--- src/rtl/wsrd_pkg.sv ---
// Shared types and constants for the wheel slip rumble decider.
// No dependencies; every other file in rtl/ uses this package.
package wsrd_pkg;

  // Fixed-point layout
  localparam int FRAC_SHIFT = 14;
  localparam int CAR_W      = 16;
  localparam int RATE_W     = 16;
  localparam int RAD_W      = 16;
  localparam int MAG_W      = RATE_W + 1;
  localparam int WPROD_W    = MAG_W + RAD_W;
  localparam int WS_W       = 17;                // |rate| * radius >> 14 fits 17 bits
  localparam int THR_W      = 16;
  localparam int APROD_W    = THR_W + WS_W;      // threshold * wheel speed
  localparam int CPROD_W    = THR_W + CAR_W;     // threshold * car speed
  localparam int SUM_W      = WS_W + 2;
  localparam int PED_W      = 8;
  localparam int STAT_W     = 16;
  localparam int CFG_IDX_W  = 3;
  localparam int CFG_DATA_W = 16;
  localparam int NUM_WHEELS = 4;

  // Status word bit positions
  localparam int ST_ACTIVE    = 0;
  localparam int ST_RPM_CAP   = 5;
  localparam int ST_STABILITY = 10;
  localparam int ST_TRACTION  = 11;

  // Register reset values
  localparam logic [THR_W-1:0] THR_RESET = 16'd13107;

  // Register indexes
  typedef enum logic [CFG_IDX_W-1:0] {
    REG_ACCEL_THR   = 3'd0,
    REG_DECEL_THR   = 3'd1,
    REG_ACCEL_FLOOR = 3'd2,
    REG_DECEL_FLOOR = 3'd3,
    REG_THR_FLOOR   = 3'd4,
    REG_BRK_FLOOR   = 3'd5,
    REG_ACCEL_SRC   = 3'd6,
    REG_DECEL_SRC   = 3'd7
  } reg_idx_t;

  // Rumble source selects
  typedef enum logic [1:0] {
    ASRC_ANY      = 2'd0,
    ASRC_MEAN     = 2'd1,
    ASRC_TRACTION = 2'd2,
    ASRC_REVLIM   = 2'd3
  } accel_src_t;

  typedef enum logic [1:0] {
    DSRC_ANY       = 2'd0,
    DSRC_MEAN      = 2'd1,
    DSRC_STABILITY = 2'd2,
    DSRC_NEVER     = 2'd3
  } decel_src_t;

  typedef struct packed {
    logic [THR_W-1:0] accel_slip_threshold;
    logic [THR_W-1:0] decel_slip_threshold;
    logic [CAR_W-1:0] accel_speed_floor;
    logic [CAR_W-1:0] decel_speed_floor;
    logic [PED_W-1:0] throttle_floor;
    logic [PED_W-1:0] brake_floor;
    accel_src_t       accel_source;
    decel_src_t       decel_source;
  } cfg_t;

  typedef struct packed {
    logic active;
    logic rpm_cap;
    logic stability;
    logic traction;
  } flags_t;

  // Stage 1: wheel speeds
  typedef struct packed {
    logic [CAR_W-1:0]                 car;
    logic [NUM_WHEELS-1:0][WS_W-1:0]  ws;
    logic [PED_W-1:0]                 throttle;
    logic [PED_W-1:0]                 brake;
    flags_t                           flags;
  } s1_t;

  // Stage 2: threshold products and mean
  typedef struct packed {
    logic [CAR_W-1:0]                   car;
    logic [NUM_WHEELS-1:0][WS_W-1:0]    ws;
    logic [NUM_WHEELS-1:0][APROD_W-1:0] acc_prod;
    logic [CPROD_W-1:0]                 dec_car_prod;
    logic [WS_W-1:0]                    mean;
    logic [PED_W-1:0]                   throttle;
    logic [PED_W-1:0]                   brake;
    flags_t                             flags;
  } s2_t;

  // Stage 3: per-wheel verdicts and mean product
  typedef struct packed {
    logic [CAR_W-1:0]   car;
    logic               acc_any;
    logic               dec_any;
    logic [APROD_W-1:0] acc_mean_prod;
    logic [CPROD_W-1:0] dec_car_prod;
    logic [WS_W-1:0]    mean;
    logic [PED_W-1:0]   throttle;
    logic [PED_W-1:0]   brake;
    flags_t             flags;
  } s3_t;

endpackage

--- src/rtl/wsrd_wheel_speed.sv ---
// Stage 1: wheel ground speed from rotation rate and tire radius.
// Depends on wsrd_pkg.
module wsrd_wheel_speed (
  input  logic                                        clk,
  input  logic                                        rst_n,
  input  logic                                        in_valid,
  input  logic [wsrd_pkg::CAR_W-1:0]                  vehicle_speed,
  input  logic signed [wsrd_pkg::NUM_WHEELS-1:0][wsrd_pkg::RATE_W-1:0] rate,
  input  logic [wsrd_pkg::NUM_WHEELS-1:0][wsrd_pkg::RAD_W-1:0]         radius,
  input  logic [wsrd_pkg::PED_W-1:0]                  throttle_level,
  input  logic [wsrd_pkg::PED_W-1:0]                  brake_level,
  input  logic [wsrd_pkg::STAT_W-1:0]                 status_word,
  input  logic                                        rdy_down,
  output logic                                        rdy,
  output logic                                        v1_r,
  output wsrd_pkg::s1_t                               s1_r
);

  wsrd_pkg::s1_t s1_nxt;
  logic [wsrd_pkg::NUM_WHEELS-1:0][wsrd_pkg::MAG_W-1:0]   mag;
  logic [wsrd_pkg::NUM_WHEELS-1:0][wsrd_pkg::WPROD_W-1:0] prod;

  // stage loads when empty or when the next stage takes its word
  assign rdy = !v1_r || rdy_down;

  // |rate| without saturation, then scale by radius
  always_comb begin
    for (int i = 0; i < wsrd_pkg::NUM_WHEELS; i++) begin
      mag[i]  = rate[i][wsrd_pkg::RATE_W-1] ?
                (wsrd_pkg::MAG_W'(0) - {rate[i][wsrd_pkg::RATE_W-1], rate[i]}) :
                {1'b0, rate[i]};
      prod[i] = wsrd_pkg::WPROD_W'(mag[i]) * wsrd_pkg::WPROD_W'(radius[i]);
      s1_nxt.ws[i] = prod[i][wsrd_pkg::FRAC_SHIFT +: wsrd_pkg::WS_W];
    end
    s1_nxt.car             = vehicle_speed;
    s1_nxt.throttle        = throttle_level;
    s1_nxt.brake           = brake_level;
    s1_nxt.flags.active    = status_word[wsrd_pkg::ST_ACTIVE];
    s1_nxt.flags.rpm_cap   = status_word[wsrd_pkg::ST_RPM_CAP];
    s1_nxt.flags.stability = status_word[wsrd_pkg::ST_STABILITY];
    s1_nxt.flags.traction  = status_word[wsrd_pkg::ST_TRACTION];
  end

  always_ff @(posedge clk) begin
    if (!rst_n) begin
      v1_r <= 1'b0;
    end else if (rdy) begin
      v1_r <= in_valid;
    end
  end

  always_ff @(posedge clk) begin
    if (rdy && in_valid) begin
      s1_r <= s1_nxt;
    end
  end

endmodule

--- config.mk ---
export PLATFORM = sky130hd
export DESIGN_NAME = wsrd_wheel_speed
export DESIGN_NICKNAME = d
export VERILOG_FILES = /design/src/rtl/wsrd_pkg.sv /design/src/rtl/wsrd_wheel_speed.sv
export SDC_FILE = /design/constraint.sdc
export NUM_CORES = 2
export LEC_CHECK = 0
export BUFFER_PORTS_ARGS = -buffer_cell sky130_fd_sc_hd__buf_2
export CORE_MARGIN = 2
export CORE_UTILIZATION = 58
export DETAILED_ROUTE_END_ITERATION = 6
export HOLD_SLACK_MARGIN = 0.02
export PLACE_DENSITY_LB_ADDON = 0.08
export SYNTH_ARGS = -nofsm -noshare
export SYNTH_HDL_FRONTEND = slang
export SYNTH_SLANG_ARGS = --single-unit
export TNS_END_PERCENT = 30
--- constraint.sdc ---
create_clock -name clk -period 8 [get_ports clk]
set_input_delay 0.8 -clock clk [delete_from_list [all_inputs] [get_ports clk]]
set_output_delay 0.8 -clock clk [all_outputs]
set_load 0.02 [all_outputs]
Word level (Yosys, flattened, before mapping)
Index checks and enable logic that the tools add are counted.
{"block": "classes", "add_sub_neg": 4, "multipliers": 4, "n_div": 0, "n_lt_le_gt_ge": 0, "eq_ne": 0, "n_shift": 0, "n_mux": 4, "n_bitwise": 0, "reduce_logical": 3}
{"cell": "$mul 17x16->31", "count": 4}
{"cell": "$mux 17", "count": 4}
{"cell": "$sub 1x16->17 const A", "count": 4}
{"cell": "$logic_and 1x1->1", "count": 1}
{"cell": "$logic_not 1->1", "count": 1}
{"cell": "$logic_or 1x1->1", "count": 1}
{"block": "totals", "register_bits": 105, "latch_bits": 0, "ram_bits": 0, "rom_bits": 0, "inputBits": 180, "output_inout_bits": 106, "elab_cells": 27, "n_memories": 0}

Depth between registers and ports, before layout
{"block": "depth", "word_depth": 3, "depth_mapped": 29, "depth_no_buf": 28}

Worst setup path after synthesis
OpenSTA, ideal clock, no wires.
{"block": "synth_timing", "path_kind": "input to register", "from": "in rate[17] (netlist bit)", "to": "reg s1_r[50] (netlist bit) (data pin)", "setup_ns": 0.258, "arrival_ns": 7.846, "t_required_ns": 7.742, "path_slack_ns": -0.104, "stages": 25, "path_buffers": 1, "cell_sequence": "or2_2 -> or4b_1 -> or3_1 -> o31ai_1 -> xnor2_1 -> clkbuf_1 -> nand2_1 -> fa_1 -> fa_1 -> fa_1 -> inv_1 -> fa_1 -> fa_1 -> inv_1 -> fa_1 -> inv_1 -> ha_1 -> a21o_1 -> a21o_1 -> a211oi_1 -> a2bb2oi_1 -> o21ai_1 -> a211o_1 -> a21oi_1 -> xnor2_1"}
{"element": "start, declared", "line_no": "wsrd_wheel_speed.sv:8", "source": "input logic signed [wsrd_pkg::NUM_WHEELS-1:0][wsrd_pkg::RATE_W-1:0] rate,"}
{"element": "end signal, assigned", "line_no": "wsrd_wheel_speed.sv:54", "source": "s1_r <= s1_nxt;"}
{"element": "end, declared", "line_no": "wsrd_wheel_speed.sv:16", "source": "output wsrd_pkg::s1_t s1_r"}

==> flow_metrics.env <==
export IMPL_status="complete, no violations"
export IMPL_hp_start="v1_r$_SDFFE_PN0N_"
export IMPL_yosysTopAreaCell="fa_1"
export IMPL_critPathKind="primary input to flop"
export IMPL_worst_slew_pin_slew_ps=1242
export IMPL_drc=0
export IMPL_cp_max_fo=5
export IMPL_ys_warn_count=0
export IMPL_fin_nets=5829
export IMPL_crit_required_ps=8160
export IMPL_start_kind="primary input"
export IMPL_synth_async_sr_flop_share_pct=0
export IMPL_seq_area_frac_synth_pct=8.484
export IMPL_cts_root_buf="clkbuf_16"
export IMPL_areaGrowthSynthToFinish_pct=13.07
export IMPL_post_route_period_util_pct=97.85
export IMPL_drt_pass1_iterations=6
export IMPL_avgSynthCellArea_um2=9.292
export IMPL_cts_tree="yes"
export IMPL_layout_commonest_cell="inv_1"
export IMPL_setup_viol=0
export IMPL_boundaryPins=286
export IMPL_worst_setup_path_end_kind="flop"
export IMPL_crit_buf_inv=7
export IMPL_slowest_delay_ps=540
export IMPL_vias_per_cell=5.183
export IMPL_seq_area_mm2=0.003143
export IMPL_grt_pass1_wl_um=147900
export IMPL_ys_flop_type="edfxtp_1"
export IMPL_hold_class="flop to flop"
export IMPL_clk_pin_slew_ps=90
export IMPL_cts_buffer_depth=2
export IMPL_place_congestion=0.8666
export IMPL_finalHoldViolations=0
export IMPL_port_buffer_count=273
export IMPL_cts_hold_buf=0
export IMPL_dp_hpwl_um=73030
export IMPL_drive_gt1_share_pct=13.83
export IMPL_syn_cell_area_mm2=0.03705
export IMPL_drv_cap=0
export IMPL_core_region_area_mm2=0.06308
export IMPL_timing_final_crit_period_ps=7828
export IMPL_die_h_um=256.7
export IMPL_crit_path_top_delay_cell="fa_1"
export IMPL_num_vias=27530
export IMPL_grt_pass1_vias=30030
export IMPL_multi_input_comb_area_mm2=0.03022
export IMPL_routedWlPerCell_um=16.28
export IMPL_crit_family="adder cells"
export IMPL_drtAntennaViolNets=0
export IMPL_clkSinkCount=105
export IMPL_cp_common_cell="fa_1"
export IMPL_fmaxAchievable_ghz=0.1277
export IMPL_reg2reg_from="v1_r$_SDFFE_PN0N_"
export IMPL_drt_iter0_markers=1218
export IMPL_antenna_found_initial=5
export IMPL_synth_distinct_cells=67
export IMPL_cts_made_buffers=9
export IMPL_synth_edf_count=104
export IMPL_fillers=5424
export IMPL_crit_start="rate[5]"
export IMPL_synth_seq_cells=105
export IMPL_maxSlewHeadroom_pct=16.63
export IMPL_synth_top_cells_by_area="fa_1, ha_1, inv_1, edfxtp_1, and2_1"
export IMPL_slew_violations=0
export IMPL_grt_max_degree=61
export IMPL_wl_um=86440
export IMPL_h_tree_depth=3
export IMPL_yosysTopAreaCellShare_pct=44.53
export IMPL_die_w_um=256.7
export IMPL_gr_total_overflow=0
export IMPL_synthCells=3987
export IMPL_start_util_pct=58.73
export IMPL_grtUsageTotal_pct=27.96
export IMPL_final_cells=5311
export IMPL_layout_common_cells="inv_1, fa_1, nand2_1"
export IMPL_rows=92
export IMPL_fin_worst_skew_ps=13.48
export IMPL_dieArea_mm2=0.06591
export IMPL_placedCellCount=5290
export IMPL_worstSkewPairLatency_ps=410
export IMPL_crit_arrival_ps=7990
==> registers in the layout, indices dropped and copies added, names as in the netlist <==
signal,count
v1_r,1
s1_r,104
==> worst register-to-register path: cells and delay by family, from the launching register on <==
| family | cells | cell delay, ps |
|---|---|---|
| buf+inv | 1 | 820 |
| flops | 1 | 320 |
| simple gates | 2 | 650 |
==> layer usage <==
metal  GRT usage, %  wire [um]
met2          49.83      44380
met3          3.074       3821
met4          8.656       2337
met5              0         18
met1          35.83      35890
==> final timing paths <==
check                           cells past startpoint  slack [ps]            endpoint
worst max-delay path                               28         170  s1_r[35]$_DFFE_PP_
worst min-delay path                                2         540   v1_r$_SDFFE_PN0N_
worst max register to register                      3        5750  s1_r[55]$_DFFE_PP_
worst min register to register                      2         540   v1_r$_SDFFE_PN0N_
==> synthesized netlist by cell type, drive strengths merged (15+ instances only) <==
cell / instances
fa: 824
nor2: 57
nand2: 633
and2: 427
a21o: 28
ha: 368
clkbuf: 125
o21ai: 46
edfxtp: 104
nor2b: 19
nor3: 18
inv: 973
xor2: 25
a21oi: 51
o21a: 15
xnor2: 102
==> per-stage QoR <==
stage / utilization [%] / setup WS, ps / TNS [ps] / hold slack, ps / instance area, um^2
2_1_floorplan: - / -26.80 / -50.61 / 749.6 / 37260
3_3_place_gp: 65.47 / -344.2 / -6157 / 529.5 / 41300
3_5_place_dp: 65.47 / -364.2 / -7908 / 528.4 / 41300
4_1_cts: 65.93 / 29.88 / 0 / 529.7 / 41590
5_1_grt: 66.40 / -29.92 / -117.3 / 545.2 / 41890
6_report: 66.40 / 172.0 / 0 / 537.0 / 41890
==> kinds of logic (layout without fill, tap and decap cells) <==
kind of cell / count (synthesis) / after routing / synth area share, %
and+or+nand+nor: 1239 / 1239 / 16.39
adders and majority gates: 1192 / 1192 / 56.96
buffers and inverters: 1106 / 1527 / 11.24
AOI/OAI and AO/OA: 211 / 211 / 3.749
xor gates and xnor gates: 127 / 127 / 3.023
DFF: 105 / 105 / 8.484
muxes: 5 / 5 / 0.1418
other: 2 / 59 / 0.02027
==> what timing repair did <==
action	4_1_cts	5_1_grt
buffers inserted	0	2
endpoints found under the setup margin	0	38
hold endpoints to repair	0	0
gates resized for setup	0	59
==> final cells by class <==
cell class	instances	area share, %
flip-flops and latches	105	7.503
well taps	846	2.527
clock inverters	6	0.1464
multi-input cells	2830	72.14
diodes	3	0.01792
clock buffers	10	0.5466
inverters	973	8.719
repair buffers	538	8.397
Power is not shown: default switching activity piles up to over one toggle a cycle in this logic, so the estimate is an artifact.
