### src/rtl/wsrd_pkg.sv
// Shared types and constants for the wheel slip rumble decider.
// No dependencies; every other file in rtl/ uses this package.
package wsrd_pkg;

  // Fixed-point layout
  localparam int FRAC_SHIFT = 14;
  localparam int CAR_W      = 16;
  localparam int RATE_W     = 16;
  localparam int RAD_W      = 16;
  localparam int MAG_W      = RATE_W + 1;
  localparam int WPROD_W    = MAG_W + RAD_W;
  localparam int WS_W       = 17;                // |rate| * radius >> 14 fits 17 bits
  localparam int THR_W      = 16;
  localparam int APROD_W    = THR_W + WS_W;      // threshold * wheel speed
  localparam int CPROD_W    = THR_W + CAR_W;     // threshold * car speed
  localparam int SUM_W      = WS_W + 2;
  localparam int PED_W      = 8;
  localparam int STAT_W     = 16;
  localparam int CFG_IDX_W  = 3;
  localparam int CFG_DATA_W = 16;
  localparam int NUM_WHEELS = 4;

  // Status word bit positions
  localparam int ST_ACTIVE    = 0;
  localparam int ST_RPM_CAP   = 5;
  localparam int ST_STABILITY = 10;
  localparam int ST_TRACTION  = 11;

  // Register reset values
  localparam logic [THR_W-1:0] THR_RESET = 16'd13107;

  // Register indexes
  typedef enum logic [CFG_IDX_W-1:0] {
    REG_ACCEL_THR   = 3'd0,
    REG_DECEL_THR   = 3'd1,
    REG_ACCEL_FLOOR = 3'd2,
    REG_DECEL_FLOOR = 3'd3,
    REG_THR_FLOOR   = 3'd4,
    REG_BRK_FLOOR   = 3'd5,
    REG_ACCEL_SRC   = 3'd6,
    REG_DECEL_SRC   = 3'd7
  } reg_idx_t;

  // Rumble source selects
  typedef enum logic [1:0] {
    ASRC_ANY      = 2'd0,
    ASRC_MEAN     = 2'd1,
    ASRC_TRACTION = 2'd2,
    ASRC_REVLIM   = 2'd3
  } accel_src_t;

  typedef enum logic [1:0] {
    DSRC_ANY       = 2'd0,
    DSRC_MEAN      = 2'd1,
    DSRC_STABILITY = 2'd2,
    DSRC_NEVER     = 2'd3
  } decel_src_t;

  typedef struct packed {
    logic [THR_W-1:0] accel_slip_threshold;
    logic [THR_W-1:0] decel_slip_threshold;
    logic [CAR_W-1:0] accel_speed_floor;
    logic [CAR_W-1:0] decel_speed_floor;
    logic [PED_W-1:0] throttle_floor;
    logic [PED_W-1:0] brake_floor;
    accel_src_t       accel_source;
    decel_src_t       decel_source;
  } cfg_t;

  typedef struct packed {
    logic active;
    logic rpm_cap;
    logic stability;
    logic traction;
  } flags_t;

  // Stage 1: wheel speeds
  typedef struct packed {
    logic [CAR_W-1:0]                 car;
    logic [NUM_WHEELS-1:0][WS_W-1:0]  ws;
    logic [PED_W-1:0]                 throttle;
    logic [PED_W-1:0]                 brake;
    flags_t                           flags;
  } s1_t;

  // Stage 2: threshold products and mean
  typedef struct packed {
    logic [CAR_W-1:0]                   car;
    logic [NUM_WHEELS-1:0][WS_W-1:0]    ws;
    logic [NUM_WHEELS-1:0][APROD_W-1:0] acc_prod;
    logic [CPROD_W-1:0]                 dec_car_prod;
    logic [WS_W-1:0]                    mean;
    logic [PED_W-1:0]                   throttle;
    logic [PED_W-1:0]                   brake;
    flags_t                             flags;
  } s2_t;

  // Stage 3: per-wheel verdicts and mean product
  typedef struct packed {
    logic [CAR_W-1:0]   car;
    logic               acc_any;
    logic               dec_any;
    logic [APROD_W-1:0] acc_mean_prod;
    logic [CPROD_W-1:0] dec_car_prod;
    logic [WS_W-1:0]    mean;
    logic [PED_W-1:0]   throttle;
    logic [PED_W-1:0]   brake;
    flags_t             flags;
  } s3_t;

endpackage

### src/rtl/wsrd_decide.sv
// Stage 4: mean slip compares, rumble gating and source select, output register.
// Depends on wsrd_pkg.
module wsrd_decide (
  input  logic          clk,
  input  logic          rst_n,
  input  wsrd_pkg::cfg_t cfg,
  input  logic          v3,
  input  wsrd_pkg::s3_t s3,
  input  logic          out_stall,
  output logic          rdy,
  output logic          out_valid,
  output logic          out_throttle_rumble,
  output logic          out_brake_rumble,
  output logic          out_accel_slip_any,
  output logic          out_decel_slip_any,
  output logic          out_accel_slip_mean,
  output logic          out_decel_slip_mean
);

  logic out_valid_r;
  logic thr_r, brk_r, acc_any_r, dec_any_r, acc_mean_r, dec_mean_r;
  logic thr_nxt, brk_nxt, acc_mean_nxt, dec_mean_nxt;
  logic thr_gate, brk_gate;

  assign rdy = !out_valid_r || !out_stall;

  // mean slip tests
  assign acc_mean_nxt = wsrd_pkg::APROD_W'({s3.car, wsrd_pkg::FRAC_SHIFT'(0)}) <
                        s3.acc_mean_prod;
  assign dec_mean_nxt = wsrd_pkg::CPROD_W'({s3.mean, wsrd_pkg::FRAC_SHIFT'(0)}) <
                        s3.dec_car_prod;

  // rumble enables: car active, speed and pedal at or above their floors
  assign thr_gate = s3.flags.active && (s3.car >= cfg.accel_speed_floor) &&
                    (s3.throttle >= cfg.throttle_floor);
  assign brk_gate = s3.flags.active && (s3.car >= cfg.decel_speed_floor) &&
                    (s3.brake >= cfg.brake_floor);

  always_comb begin
    unique case (cfg.accel_source)
      wsrd_pkg::ASRC_ANY:      thr_nxt = s3.acc_any;
      wsrd_pkg::ASRC_MEAN:     thr_nxt = acc_mean_nxt;
      wsrd_pkg::ASRC_TRACTION: thr_nxt = s3.flags.traction;
      wsrd_pkg::ASRC_REVLIM:   thr_nxt = s3.flags.rpm_cap;
      default:                 thr_nxt = 1'b0;
    endcase
    thr_nxt = thr_nxt && thr_gate;
  end

  always_comb begin
    unique case (cfg.decel_source)
      wsrd_pkg::DSRC_ANY:       brk_nxt = s3.dec_any;
      wsrd_pkg::DSRC_MEAN:      brk_nxt = dec_mean_nxt;
      wsrd_pkg::DSRC_STABILITY: brk_nxt = s3.flags.stability;
      wsrd_pkg::DSRC_NEVER:     brk_nxt = 1'b0;
      default:                  brk_nxt = 1'b0;
    endcase
    brk_nxt = brk_nxt && brk_gate;
  end

  always_ff @(posedge clk) begin
    if (!rst_n) begin
      out_valid_r <= 1'b0;
    end else if (rdy) begin
      out_valid_r <= v3;
    end
  end

  always_ff @(posedge clk) begin
    if (rdy && v3) begin
      thr_r      <= thr_nxt;
      brk_r      <= brk_nxt;
      acc_any_r  <= s3.acc_any;
      dec_any_r  <= s3.dec_any;
      acc_mean_r <= acc_mean_nxt;
      dec_mean_r <= dec_mean_nxt;
    end
  end

  assign out_valid           = out_valid_r;
  assign out_throttle_rumble = thr_r;
  assign out_brake_rumble    = brk_r;
  assign out_accel_slip_any  = acc_any_r;
  assign out_decel_slip_any  = dec_any_r;
  assign out_accel_slip_mean = acc_mean_r;
  assign out_decel_slip_mean = dec_mean_r;

endmodule

### config.mk
export PLATFORM = sky130hd
export DESIGN_NAME = wsrd_decide
export DESIGN_NICKNAME = d
export VERILOG_FILES = /design/src/rtl/wsrd_pkg.sv /design/src/rtl/wsrd_decide.sv
export SDC_FILE = /design/constraint.sdc
export NUM_CORES = 1
export LEC_CHECK = 0
export ABC_AREA = 0
export BUFFER_PORTS_ARGS = -buffer_cell sky130_fd_sc_hd__buf_4
export CAP_MARGIN = 20
export CORE_MARGIN = 2
export CORE_UTILIZATION = 30
export CTS_CLUSTER_DIAMETER = 100
export DETAILED_ROUTE_END_ITERATION = 7
export HOLD_SLACK_MARGIN = 0.12
export PLACE_DENSITY = 0.67
export SLEW_MARGIN = 40
export SYNTH_ARGS = -nofsm -noshare
export SYNTH_HDL_FRONTEND = slang
export SYNTH_SLANG_ARGS = --single-unit
### constraint.sdc
create_clock -name clk -period 5.5 [get_ports clk]
set_input_delay 1.375 -clock clk [delete_from_list [all_inputs] [get_ports clk]]
set_output_delay 1.375 -clock clk [all_outputs]
set_load 0.03 [all_outputs]
# Yosys cells after proc, flatten, opt, wreduce, memory -nomap -nowiden
# Index checks and enable logic that the tools add are counted.
[word_totals]
reg_bits = 7
input_bits = 208
out_inout_bits = 8
word_cells = 33
[classes]
n_lt_le_gt_ge = 6
eq_ne = 6
n_mux = 2
reduce_logical = 12
[ops]
columns = ["operator", "count"]
rows = [
  ["$lt 30x33->1", 1],
  ["$ge 16x16->1", 2],
  ["$lt 31x32->1", 1],
  ["$ge 8x8->1", 2],
  ["$eq 2x2->1 const B", 4],
  ["$pmux 1 s4", 2],
  ["$logic_and 1x1->1", 7],
  ["$eq 2x1->1 const B", 2],
  ["$logic_not 2->1", 2],
  ["$logic_not 1->1", 2],
  ["$logic_or 1x1->1", 1],
]

# Depth between registers and ports, before layout
[depth]
depth_word = 4
mapped_depth = 8
depth_no_buf = 8

# Worst setup path after synthesis
# OpenSTA, ideal clock, no wires.
[synth_path]
path_kind = "input port to output port"
startpoint = "in out_stall"
endpoint = "out rdy"
arrival_ps = 1594
required_ps = 4125
slack_ps = 2531
path_stages = 1
n_path_buf = 0
path_cell_list = "nand2_1"
[synth_between]
elab_chain_cells = 2
[synth_rtl]
columns = ["item", "line_no", "rtl"]
rows = [
  ["start: declaration", "wsrd_decide.sv:9", "input logic out_stall,"],
  ["$logic_not 1->1", "wsrd_decide.sv:25", "assign rdy = !out_valid_r || !out_stall;"],
  ["$logic_or 1x1->1", "wsrd_decide.sv:25", ""],
  ["end: declaration", "wsrd_decide.sv:10", "output logic rdy,"],
]
# Every way passes these cells.

# Worst setup path after layout
# Same ends and word-level chain as after synthesis.

==> run_results.csv <==
group,metric,value,unit
synthesis,synth_flop_cell,"edfxtp_1",
synthesis,syn_area,0.002365,mm²
clock_tree,cts_tree,"done",
timing,drv_slew,0,
synthesis,syn_inst,309,
clock_tree,cts_buffers,3,
timing,setup_slack,2.398,ns
timing,fin_tns_setup,0,ns
critical_path,rrSetupSlack,4.50,ns
die,io_pins,216,
critical_path,critPathMaxFanout,2,
final_layout,regArea,200.2,µm²
final_layout,fill_cells,772,
critical_path,crit_path_max_incr_delay,0.16,ns
die,core.rowCount,32,
pwr,p_leak,0.002269,µW
clock_tree,clockBufferDepth,2,
timing,fin_crit,3.102,ns
timing,skew,0.001684,ns
final_layout,multiInputGateArea,0.001853,mm²
grt,grt_overflow,0,
place,globalplace.congestion,0.8402,
critical_path,cp-end-kind,"primary output",
place,portBuffers,183,
synthesis,synth_top_area_cell,"ha_1",
die,start_util,30.76,%
synthesis,syn_nets,598,
clock_tree,clkTransAtPathRegs,0.04,ns
clock_tree,cts_setup_buffers,0,
clock_tree,post_cts_resized,0,
critical_path,crit_slowest_cell,"buf_4",
synthesis,yosys-top-cells-area,"ha_1, inv_1, edfxtp_1",
timing,final_hold_viol_count,0,
synthesis,ys_ff_latch,7,
synthesis,synth_top_cell_area_share,42.86,%
synthesis,yosysSeqAreaShare,8.466,%
clock_tree,clock-sinks,7,
timing,setup_viol,0,
drt,drt-initial-drc-count,43,
drt,top_layer,"met4",
drt,viasPerCell,4.599,
drt,wl_met2,3936,µm
place,dp_hpwl,7277,µm
drt,dr.pass1.iters,4,
clock_tree,htreeDepth,1,
grt,groute.usage.overall,17.50,%
drt,drc_errors,0,
clock_tree,cts_hold_buffers,0,
pwr,vdd_drop_max,0.03947,mV
hold_path,holdCritPathClass,"register to register",
pwr,powerDensity,98.32,mW/mm²
timing,min_period_over_period,56.40,%
drt,wl_met1,3322,µm
timing,worst_pin_slew,0.6309,ns
grt,grt_max_degree,7,
critical_path,path_cells,"buf_4 > nand2_1 > buf_4",
drt,drt_wl_total,7717,µm
clock_tree,cts-root-buf,"clkbuf_8",
final_layout,antenna_cells,0,
synthesis,avgSynthCellArea,7.653,µm²
critical_path,worst_path_most_repeated_cell,"buf_4",
die,die_area,0.008609,mm²
synthesis,synth_enable_flop_cells,6,
synthesis,yosysUniqueCellTypes,41,
die,core,0.007687,mm²
synthesis,synth_async_sr_flop_share,0,%
drt,wl_per_cell,12.90,µm
grt,grt_pass1_wl,12430,µm
final_layout,drive_gt1_share,38.71,%
critical_path,crit_arrival,1.73,ns
drt,num_vias,2750,
critical_path,critPathKind,"input port to primary output",
drt,ant_nets,0,
timing,rsz0062_at_grt,"false",
final_layout,area_growth,65.45,%
grt,antenna_found_initial,0,
timing,slew-limit-headroom,56.85,%
final_layout,fin_nets,786,
flow_run,maxCapViolCount,0,
pwr,design_power_total,384.7,µW
synthesis,yosys_warnings,0,
grt,grt_pass1_vias,2866,
status,status,"finished, final reports clean",
timing,clock.fmax,322.4,MHz
drt,wl_met3,345,µm
clock_tree,clk_latency,0.23,ns
critical_path,required,4.12,ns
place,post-place-ws,2.095,ns
synthesis,synth_commonest_cells,"inv_1, ha_1, a21oi_1, nand2_1, o21ai_0",
die,die_x,92.79,µm
synthesis,yosysMostFrequentCell,"inv_1",
die,die_y,92.79,µm
critical_path,start_kind,"input port",
## logic make-up after synthesis
group / synth area share [%]
AO/OA/AOI/OAI: 20.21
adder cells (fa/ha/maj): 42.86
buffers and inverters: 13.17
flip-flops: 8.466
multiplexers: 0.8466
AND/OR/NAND/NOR: 14.44
## through the flow
step                      std cells  util [%]  instance area [µm²]  hold WS (ns)
final                           598     50.90                 3913        0.5430
after global routing            598     50.90                 3913        0.6294
after CTS                       598     50.90                 3913        0.5441
after detailed placement        594     50.29                 3866        0.5307
after global placement          594     50.29                 3866        0.5085
after floorplan                 309         -                 2365        0.6490
## cells in the final DEF (no fill, tap or decap), drive strengths merged, types with 2 or more instances in the layout
master     n
mux2i      2
nand2b     5
nor3       7
clkbuf     3
edfxtp     6
nor4       4
o2111ai    2
a211o      2
a21o       2
nand4      5
a2111oi    3
o21ai     14
o21a       7
nand2     16
nor2       6
and4       2
inv       83
and3       2
ha        81
a41oi      2
or3        2
a211oi     6
buf      183
a31oi      2
nand3      4
a21oi     28
nor4b      2
nor2b      4
## where the power goes
part	total, µW	switching (µW)	internal, µW
sequential	62.4	0.943	61.4
combinational	248	104	144
clock	74.4	25.1	49.3
total	385	130	255
## per-layer routing
layer	vias to the layer above	GRT usage (%)
li1	1464	-
met1	1202	22.62
met2	76	31.28
met3	8	1.627
met4	0	4.044
met5	-	0
## flip-flops by register name (all words and copies together), names as in the netlist
| register | flops |
|---|---|
| out_throttle_rumble | 1 |
| out_brake_rumble | 1 |
| out_decel_slip_any | 1 |
| out_accel_slip_any | 1 |
| out_accel_slip_mean | 1 |
| out_valid | 1 |
| out_decel_slip_mean | 1 |
## critical path: cells and delay by family
family / cells / cell delay [ns]
buffers and inverters: 2 / 0.28
AND/OR/NAND/NOR: 1 / 0.07
## cell type report
type	instances	area share (%)
Clock buffer	3	1.055
Clock inverter	1	0.1279
Sequential cell	7	5.117
Multi-Input combinational cell	219	47.36
Timing Repair Buffer	183	35.11
Inverter	83	7.963
Tap cell	102	3.262
## path summary, 6_finish.rpt
| kind | from | end | cells past startpoint |
|---|---|---|---|
| setup / recovery | out_stall | rdy | 3 |
| hold / removal | out_valid | out_valid | 2 |
| setup reg to reg | out_valid | out_decel_slip_mean | 2 |
| hold reg to reg | out_valid | out_valid | 2 |
No activity file was read; power rests on OpenSTA's default activity.
