### src/rtl/wsrd_pkg.sv
// Shared types and constants for the wheel slip rumble decider.
// No dependencies; every other file in rtl/ uses this package.
package wsrd_pkg;

  // Fixed-point layout
  localparam int FRAC_SHIFT = 14;
  localparam int CAR_W      = 16;
  localparam int RATE_W     = 16;
  localparam int RAD_W      = 16;
  localparam int MAG_W      = RATE_W + 1;
  localparam int WPROD_W    = MAG_W + RAD_W;
  localparam int WS_W       = 17;                // |rate| * radius >> 14 fits 17 bits
  localparam int THR_W      = 16;
  localparam int APROD_W    = THR_W + WS_W;      // threshold * wheel speed
  localparam int CPROD_W    = THR_W + CAR_W;     // threshold * car speed
  localparam int SUM_W      = WS_W + 2;
  localparam int PED_W      = 8;
  localparam int STAT_W     = 16;
  localparam int CFG_IDX_W  = 3;
  localparam int CFG_DATA_W = 16;
  localparam int NUM_WHEELS = 4;

  // Status word bit positions
  localparam int ST_ACTIVE    = 0;
  localparam int ST_RPM_CAP   = 5;
  localparam int ST_STABILITY = 10;
  localparam int ST_TRACTION  = 11;

  // Register reset values
  localparam logic [THR_W-1:0] THR_RESET = 16'd13107;

  // Register indexes
  typedef enum logic [CFG_IDX_W-1:0] {
    REG_ACCEL_THR   = 3'd0,
    REG_DECEL_THR   = 3'd1,
    REG_ACCEL_FLOOR = 3'd2,
    REG_DECEL_FLOOR = 3'd3,
    REG_THR_FLOOR   = 3'd4,
    REG_BRK_FLOOR   = 3'd5,
    REG_ACCEL_SRC   = 3'd6,
    REG_DECEL_SRC   = 3'd7
  } reg_idx_t;

  // Rumble source selects
  typedef enum logic [1:0] {
    ASRC_ANY      = 2'd0,
    ASRC_MEAN     = 2'd1,
    ASRC_TRACTION = 2'd2,
    ASRC_REVLIM   = 2'd3
  } accel_src_t;

  typedef enum logic [1:0] {
    DSRC_ANY       = 2'd0,
    DSRC_MEAN      = 2'd1,
    DSRC_STABILITY = 2'd2,
    DSRC_NEVER     = 2'd3
  } decel_src_t;

  typedef struct packed {
    logic [THR_W-1:0] accel_slip_threshold;
    logic [THR_W-1:0] decel_slip_threshold;
    logic [CAR_W-1:0] accel_speed_floor;
    logic [CAR_W-1:0] decel_speed_floor;
    logic [PED_W-1:0] throttle_floor;
    logic [PED_W-1:0] brake_floor;
    accel_src_t       accel_source;
    decel_src_t       decel_source;
  } cfg_t;

  typedef struct packed {
    logic active;
    logic rpm_cap;
    logic stability;
    logic traction;
  } flags_t;

  // Stage 1: wheel speeds
  typedef struct packed {
    logic [CAR_W-1:0]                 car;
    logic [NUM_WHEELS-1:0][WS_W-1:0]  ws;
    logic [PED_W-1:0]                 throttle;
    logic [PED_W-1:0]                 brake;
    flags_t                           flags;
  } s1_t;

  // Stage 2: threshold products and mean
  typedef struct packed {
    logic [CAR_W-1:0]                   car;
    logic [NUM_WHEELS-1:0][WS_W-1:0]    ws;
    logic [NUM_WHEELS-1:0][APROD_W-1:0] acc_prod;
    logic [CPROD_W-1:0]                 dec_car_prod;
    logic [WS_W-1:0]                    mean;
    logic [PED_W-1:0]                   throttle;
    logic [PED_W-1:0]                   brake;
    flags_t                             flags;
  } s2_t;

  // Stage 3: per-wheel verdicts and mean product
  typedef struct packed {
    logic [CAR_W-1:0]   car;
    logic               acc_any;
    logic               dec_any;
    logic [APROD_W-1:0] acc_mean_prod;
    logic [CPROD_W-1:0] dec_car_prod;
    logic [WS_W-1:0]    mean;
    logic [PED_W-1:0]   throttle;
    logic [PED_W-1:0]   brake;
    flags_t             flags;
  } s3_t;

endpackage

### src/rtl/wsrd_slip.sv
// Stages 2 and 3: threshold products, wheel mean, per-wheel slip compares.
// Depends on wsrd_pkg.
module wsrd_slip (
  input  logic          clk,
  input  logic          rst_n,
  input  wsrd_pkg::cfg_t cfg,
  input  logic          v1,
  input  wsrd_pkg::s1_t s1,
  input  logic          rdy_down,
  output logic          rdy,
  output logic          v3_r,
  output wsrd_pkg::s3_t s3_r
);

  logic          v2_r;
  logic          rdy3;
  wsrd_pkg::s2_t s2_r, s2_nxt;
  wsrd_pkg::s3_t s3_nxt;
  logic [wsrd_pkg::SUM_W-1:0] sum;
  logic [wsrd_pkg::NUM_WHEELS-1:0] acc_hit, dec_hit;

  assign rdy3 = !v3_r || rdy_down;
  assign rdy  = !v2_r || rdy3;

  // stage 2: accel threshold times each wheel, decel threshold times car, mean
  always_comb begin
    sum = '0;
    for (int i = 0; i < wsrd_pkg::NUM_WHEELS; i++) begin
      s2_nxt.acc_prod[i] = wsrd_pkg::APROD_W'(cfg.accel_slip_threshold) *
                           wsrd_pkg::APROD_W'(s1.ws[i]);
      sum = sum + wsrd_pkg::SUM_W'(s1.ws[i]);
    end
    s2_nxt.dec_car_prod = wsrd_pkg::CPROD_W'(cfg.decel_slip_threshold) *
                          wsrd_pkg::CPROD_W'(s1.car);
    s2_nxt.mean     = sum[wsrd_pkg::SUM_W-1:2];
    s2_nxt.car      = s1.car;
    s2_nxt.ws       = s1.ws;
    s2_nxt.throttle = s1.throttle;
    s2_nxt.brake    = s1.brake;
    s2_nxt.flags    = s1.flags;
  end

  // stage 3: per-wheel compares, accel threshold times mean
  always_comb begin
    for (int i = 0; i < wsrd_pkg::NUM_WHEELS; i++) begin
      acc_hit[i] = wsrd_pkg::APROD_W'({s2_r.car, wsrd_pkg::FRAC_SHIFT'(0)}) <
                   s2_r.acc_prod[i];
      dec_hit[i] = wsrd_pkg::CPROD_W'({s2_r.ws[i], wsrd_pkg::FRAC_SHIFT'(0)}) <
                   s2_r.dec_car_prod;
    end
    s3_nxt.acc_any       = |acc_hit;
    s3_nxt.dec_any       = |dec_hit;
    s3_nxt.acc_mean_prod = wsrd_pkg::APROD_W'(cfg.accel_slip_threshold) *
                           wsrd_pkg::APROD_W'(s2_r.mean);
    s3_nxt.dec_car_prod  = s2_r.dec_car_prod;
    s3_nxt.mean          = s2_r.mean;
    s3_nxt.car           = s2_r.car;
    s3_nxt.throttle      = s2_r.throttle;
    s3_nxt.brake         = s2_r.brake;
    s3_nxt.flags         = s2_r.flags;
  end

  always_ff @(posedge clk) begin
    if (!rst_n) begin
      v2_r <= 1'b0;
      v3_r <= 1'b0;
    end else begin
      if (rdy)  v2_r <= v1;
      if (rdy3) v3_r <= v2_r;
    end
  end

  always_ff @(posedge clk) begin
    if (rdy && v1) begin
      s2_r <= s2_nxt;
    end
    if (rdy3 && v2_r) begin
      s3_r <= s3_nxt;
    end
  end

endmodule

### config.mk
export PLATFORM = sky130hd
export DESIGN_NAME = wsrd_slip
export DESIGN_NICKNAME = d
export VERILOG_FILES = /design/src/rtl/wsrd_pkg.sv /design/src/rtl/wsrd_slip.sv
export SDC_FILE = /design/constraint.sdc
export NUM_CORES = 2
export LEC_CHECK = 0
export ABC_AREA = 1
export BUFFER_PORTS_ARGS = -buffer_cell sky130_fd_sc_hd__buf_2
export CORE_ASPECT_RATIO = 1.4
export CORE_MARGIN = 2
export CORE_UTILIZATION = 40
export CTS_BUF_LIST = sky130_fd_sc_hd__clkbuf_16
export CTS_CLUSTER_SIZE = 30
export DETAILED_ROUTE_END_ITERATION = 8
export PLACE_DENSITY = 0.59
export SYNTH_ARGS = -nofsm -noshare
export SYNTH_HDL_FRONTEND = slang
export SYNTH_SLANG_ARGS = --single-unit
### constraint.sdc
create_clock -name clk -period 9.17 [get_ports clk]
set_input_delay 1.3755 -clock clk [delete_from_list [all_inputs] [get_ports clk]]
set_output_delay 1.3755 -clock clk [all_outputs]
set_load 0.05 [all_outputs]
Yosys cells after proc, flatten, opt, wreduce, memory -nomap -nowiden
Cells that the tools add are included.

word-level totals
  register bits = 407
  memories kept = 0
  word-level logic and storage cells = 56
  output and inout bits = 122
  memory bits (writable) = 0
  bits in latches = 0
  ROM bits = 0

operators by class
  $add $sub $neg = 3
  shift operators = 0
  divide/modulo/power cells = 0
  multiplexer cells = 0
  multiply operators = 6
  reduce and logical (&&, ||, !) cells = 8
  $lt $le $gt $ge = 8
  equality and inequality tests = 0
  bitwise logic cells = 0

operators by type and width
  cell                 count
  $mul A16 B17 Y33     5
  $lt A30 B33 Y1       4
  $lt A31 B32 Y1       4
  $mul A16 B16 Y32     1
  $add A18 B17 Y19     1
  $add A19 B17 Y19     1
  $add A17 B17 Y18     1
  $reduce_or A4 Y1     2
  $logic_and A1 B1 Y1  2
  $logic_not A1 Y1     2
  $logic_or A1 B1 Y1   2

Longest topological paths before layout
  word-level depth = 4
  mapped depth = 26
  mapped depth without buffers = 24

Worst setup path after synthesis
No wires, ideal clock.

  kind = in2reg
  start = input rdy_down
  end = register s2_r[0] (netlist bit), enable pin
  library setup time = 0.634 ns
  cell stages on the path = 4
  arrival time = 7.454 ns
  setup slack = 1.082 ns
  path through = inv_1 > nand3_1 > nand2_1 > inv_1

on the way
  cells in the longest elaborated chain, start to end = 3

ends and longest elaborated chain
  what                    line             text
  start: declaration      wsrd_slip.sv:9   input logic rdy_down,
  $logic_or A1 B1 Y1      wsrd_slip.sv:22  assign rdy3 = !v3_r || rdy_down;
  $logic_or A1 B1 Y1      wsrd_slip.sv:23  assign rdy = !v2_r || rdy3;
  net rdy                 wsrd_slip.sv:10  output logic rdy,
  $logic_and A1 B1 Y1     wsrd_slip.sv:74  if (rdy && v1) begin
  end signal: assignment  wsrd_slip.sv:75  s2_r <= s2_nxt;
  end: declaration        wsrd_slip.sv:17  wsrd_pkg::s2_t s2_r, s2_nxt;

The timed path passes the listed nets, and every way through them passes these cells.
A chain may end at the register's enable or synchronous reset.

==> run metrics <==
status finished clean; clk sinks 407; RSZ-0062 raised after global routing false; EDFF count, synth 405; total die area 0.189 mm²; 1st-iter DRT viols 3242; CTS resizes 0; drt total wl 222000 µm; setup violators final 0; Seq cells post-synth 407; total gr overflow 0; Crit path required time 9.60 ns; Remaining DRCs 0; Max Freq 144 MHz; Worst-Margin Slew 1.07 ns; Chip Width 368 µm; crit path time final 6.95 ns; fillers 18500; initial antenna violation count 23; antenna viol nets, final 0; die height 514 µm; Mapped Nets 11300; fraction of registers with async set/reset 0; post-synthesis sequential area ratio 0.164; crit-path max FO 57; clock buffer depth 3; vias in the first global route 63100; RD Place Congestion 0.922; TNS Setup 0 ns; Worst slew margin 0.285; CTS root buffer clkbuf_16; Via density 4.95; max-slew violation count 0; I/O Buffers 261; synthesis warning total 0; postcts setup bufs 0; core area 0.185 mm²; Data arrival, critical path 7.38 ns; hpwl dp 175000 µm; commonest register cell after synthesis edfxtp_1; largest net degree at the start of global routing 140; Syn Area/Cell 8.16 µm²; WS Path Type primary input to flop; CP Launch Type primary input; Layout Cells excl Fill 11600; Initial Util 0.401; Ports 314; CTS H-tree depth 2; Final nets 11300; GR Util All Layers 0.241; area grow syn2layout 6.90%; Synth cell types 46; Hold Slack 0.420 ns; CP endpoint kind flop; DR WL/cell 19.1 µm; hold-fix buffer count after cts 0; CTS tree done; multi-input logic area 0.0511 mm²; worst min-delay path category flop to flop; register area 0.0122 mm²; layout cells sized above 1 0.0516; CTS buffer count 52; Synth Cell Area 0.0743 mm²; Tcrit/Tclk final 0.758; DP Cell Count 11500; Final Skew 0.0722 ns; Post-Synthesis Cells 9103; drt pass-1 iters 8; max-cap viol count 0; final-report hold violation count 0; cell row count 187; Vias 57400; Worst-Skew Late Latency 0.73 ns; first-pass GRT wire length 351000 µm; clk slew on worst S/H paths 0.06 ns
==> cell families (layout without fill, tap and decap cells) <==
logic type | Yosys count | in the layout | share of synthesized area
and+or+nand+nor | 3152 | 3152 | 0.168
buffers and inverters | 2918 | 2950 | 0.148
adders and majority gates | 2045 | 2045 | 0.473
AOI/OAI and AO/OA | 462 | 462 | 0.0334
DFF | 407 | 407 | 0.164
xor gates and xnor gates | 119 | 119 | 0.0140
other | 0 | 8 | 0
==> routing by layer <==
| layer | global-route usage | part of all wire | wire, µm | vias to the layer above |
|---|---|---|---|---|
| met4 | 0.147 | 0.074 | 16400 | 20 |
| met3 | 0.0378 | 0.058 | 12800 | 573 |
| li1 | - | - | - | 26500 |
| met5 | 0 | 0.00054 | 120 | - |
| met1 | 0.257 | 0.36 | 78700 | 28700 |
| met2 | 0.442 | 0.51 | 114000 | 1646 |
==> registers in the layout (all words and copies together) (netlist names) <==
| signal | flops |
|---|---|
| s2_r | 285 |
| v2_r | 1 |
| v3_r | 1 |
| s3_r | 120 |
==> cell usage in the layout (no fill, tap or decap), types with 4 or more instances in the layout <==
cell type / synthesis / final
a31oi_1: 4 / 4
clkinv_4: 0 / 8
nor3_1: 10 / 10
a21o_1: 11 / 11
diode_2: 0 / 8
edfxtp_1: 405 / 405
clkinvlp_4: 0 / 6
inv_6: 0 / 6
fa_1: 1268 / 1268
o21ai_0: 114 / 114
nor2_1: 282 / 282
a21oi_1: 271 / 270
a21oi_2: 5 / 5
nand3_2: 4 / 4
o21ai_1: 13 / 13
nand3b_1: 9 / 9
clkinv_1: 1 / 6
a21boi_0: 4 / 4
nand3_1: 175 / 175
nor2_2: 12 / 12
ha_1: 777 / 777
nand2_2: 27 / 27
inv_1: 2536 / 2543
o21a_1: 7 / 7
clkinv_2: 0 / 9
xnor2_1: 18 / 18
buf_2: 8 / 245
nand2_1: 2559 / 2559
nor3_2: 4 / 4
o211ai_1: 6 / 6
buf_12: 0 / 5
xor2_1: 101 / 101
o21bai_1: 21 / 21
buf_4: 1 / 63
clkbuf_16: 0 / 52
o21ai_2: 5 / 5
nand4_1: 49 / 49
==> worst paths after layout <==
kind / startpoint / to / slack, ns / cells past startpoint
max reg2reg: s2_r[36] / s3_r[99] / 3.12 / 19
min: s2_r[7] / s3_r[7] / 0.42 / 0
min reg2reg: s2_r[7] / s3_r[7] / 0.42 / 0
max: cfg[69] / s2_r[126] / 2.22 / 21
==> critical path: stages <==
cell	delay [ns]
buf_4	0.74
buf_4	0.52
nand2_1	0.15
fa_1	0.55
fa_1	0.48
fa_1	0.54
inv_1	0.06
fa_1	0.48
fa_1	0.50
inv_1	0.05
fa_1	0.47
inv_1	0.06
ha_1	0.33
a21oi_1	0.25
o21ai_0	0.19
a21oi_1	0.15
nand2_1	0.15
nand2_1	0.11
nand2_1	0.06
nand2_1	0.05
nand2_1	0.07
==> through the flow <==
| step | cell area, µm² | util | worst slack (ns) |
|---|---|---|---|
| after global placement | 77700 | 0.420 | 1.48 |
| after detailed placement | 77700 | 0.420 | 1.48 |
| final | 79400 | 0.429 | 2.22 |
| after floorplan | 74300 | - | 1.08 |
| after CTS | 79400 | 0.429 | 2.20 |
| after global routing | 79400 | 0.429 | 1.87 |
==> synth_stat cells, types with 5 or more instances <==
cell type     n  area (µm²)
a21o_1       11        82.6
o21ai_2       5        43.8
o21ai_0     114         571
xor2_1      101         885
nand3b_1      9        67.6
nand4_1      49         307
ha_1        777        9720
o21a_1        7        52.6
edfxtp_1    405       12200
o211ai_1      6        45.0
o21bai_1     21         158
nor3_1       10        50.1
inv_1      2536        9520
buf_1        53         199
a21oi_1     271        1360
nand2_2      27         169
nand3_1     175         876
o21ai_1      13        65.1
a21oi_2       5        43.8
fa_1       1268       25400
buf_2         8        40.0
nor2_1      282        1060
nor2_2       12        75.1
nand2_1    2559        9610
xnor2_1      18         158
clkbuf_1    317        1190
==> final cells by class <==
type,count,area share
antenna,8,0.000252
clock buffer,52,0.0164
clock inverter,46,0.00440
inverter,2539,0.120
multi-input combinational,5778,0.644
sequential,407,0.154
tap,2457,0.0387
timing repair buffer,313,0.0227
Power is left out: the tool's default activity adds up to more than one toggle a clock period on the data nets, which glitch-free logic cannot reach.
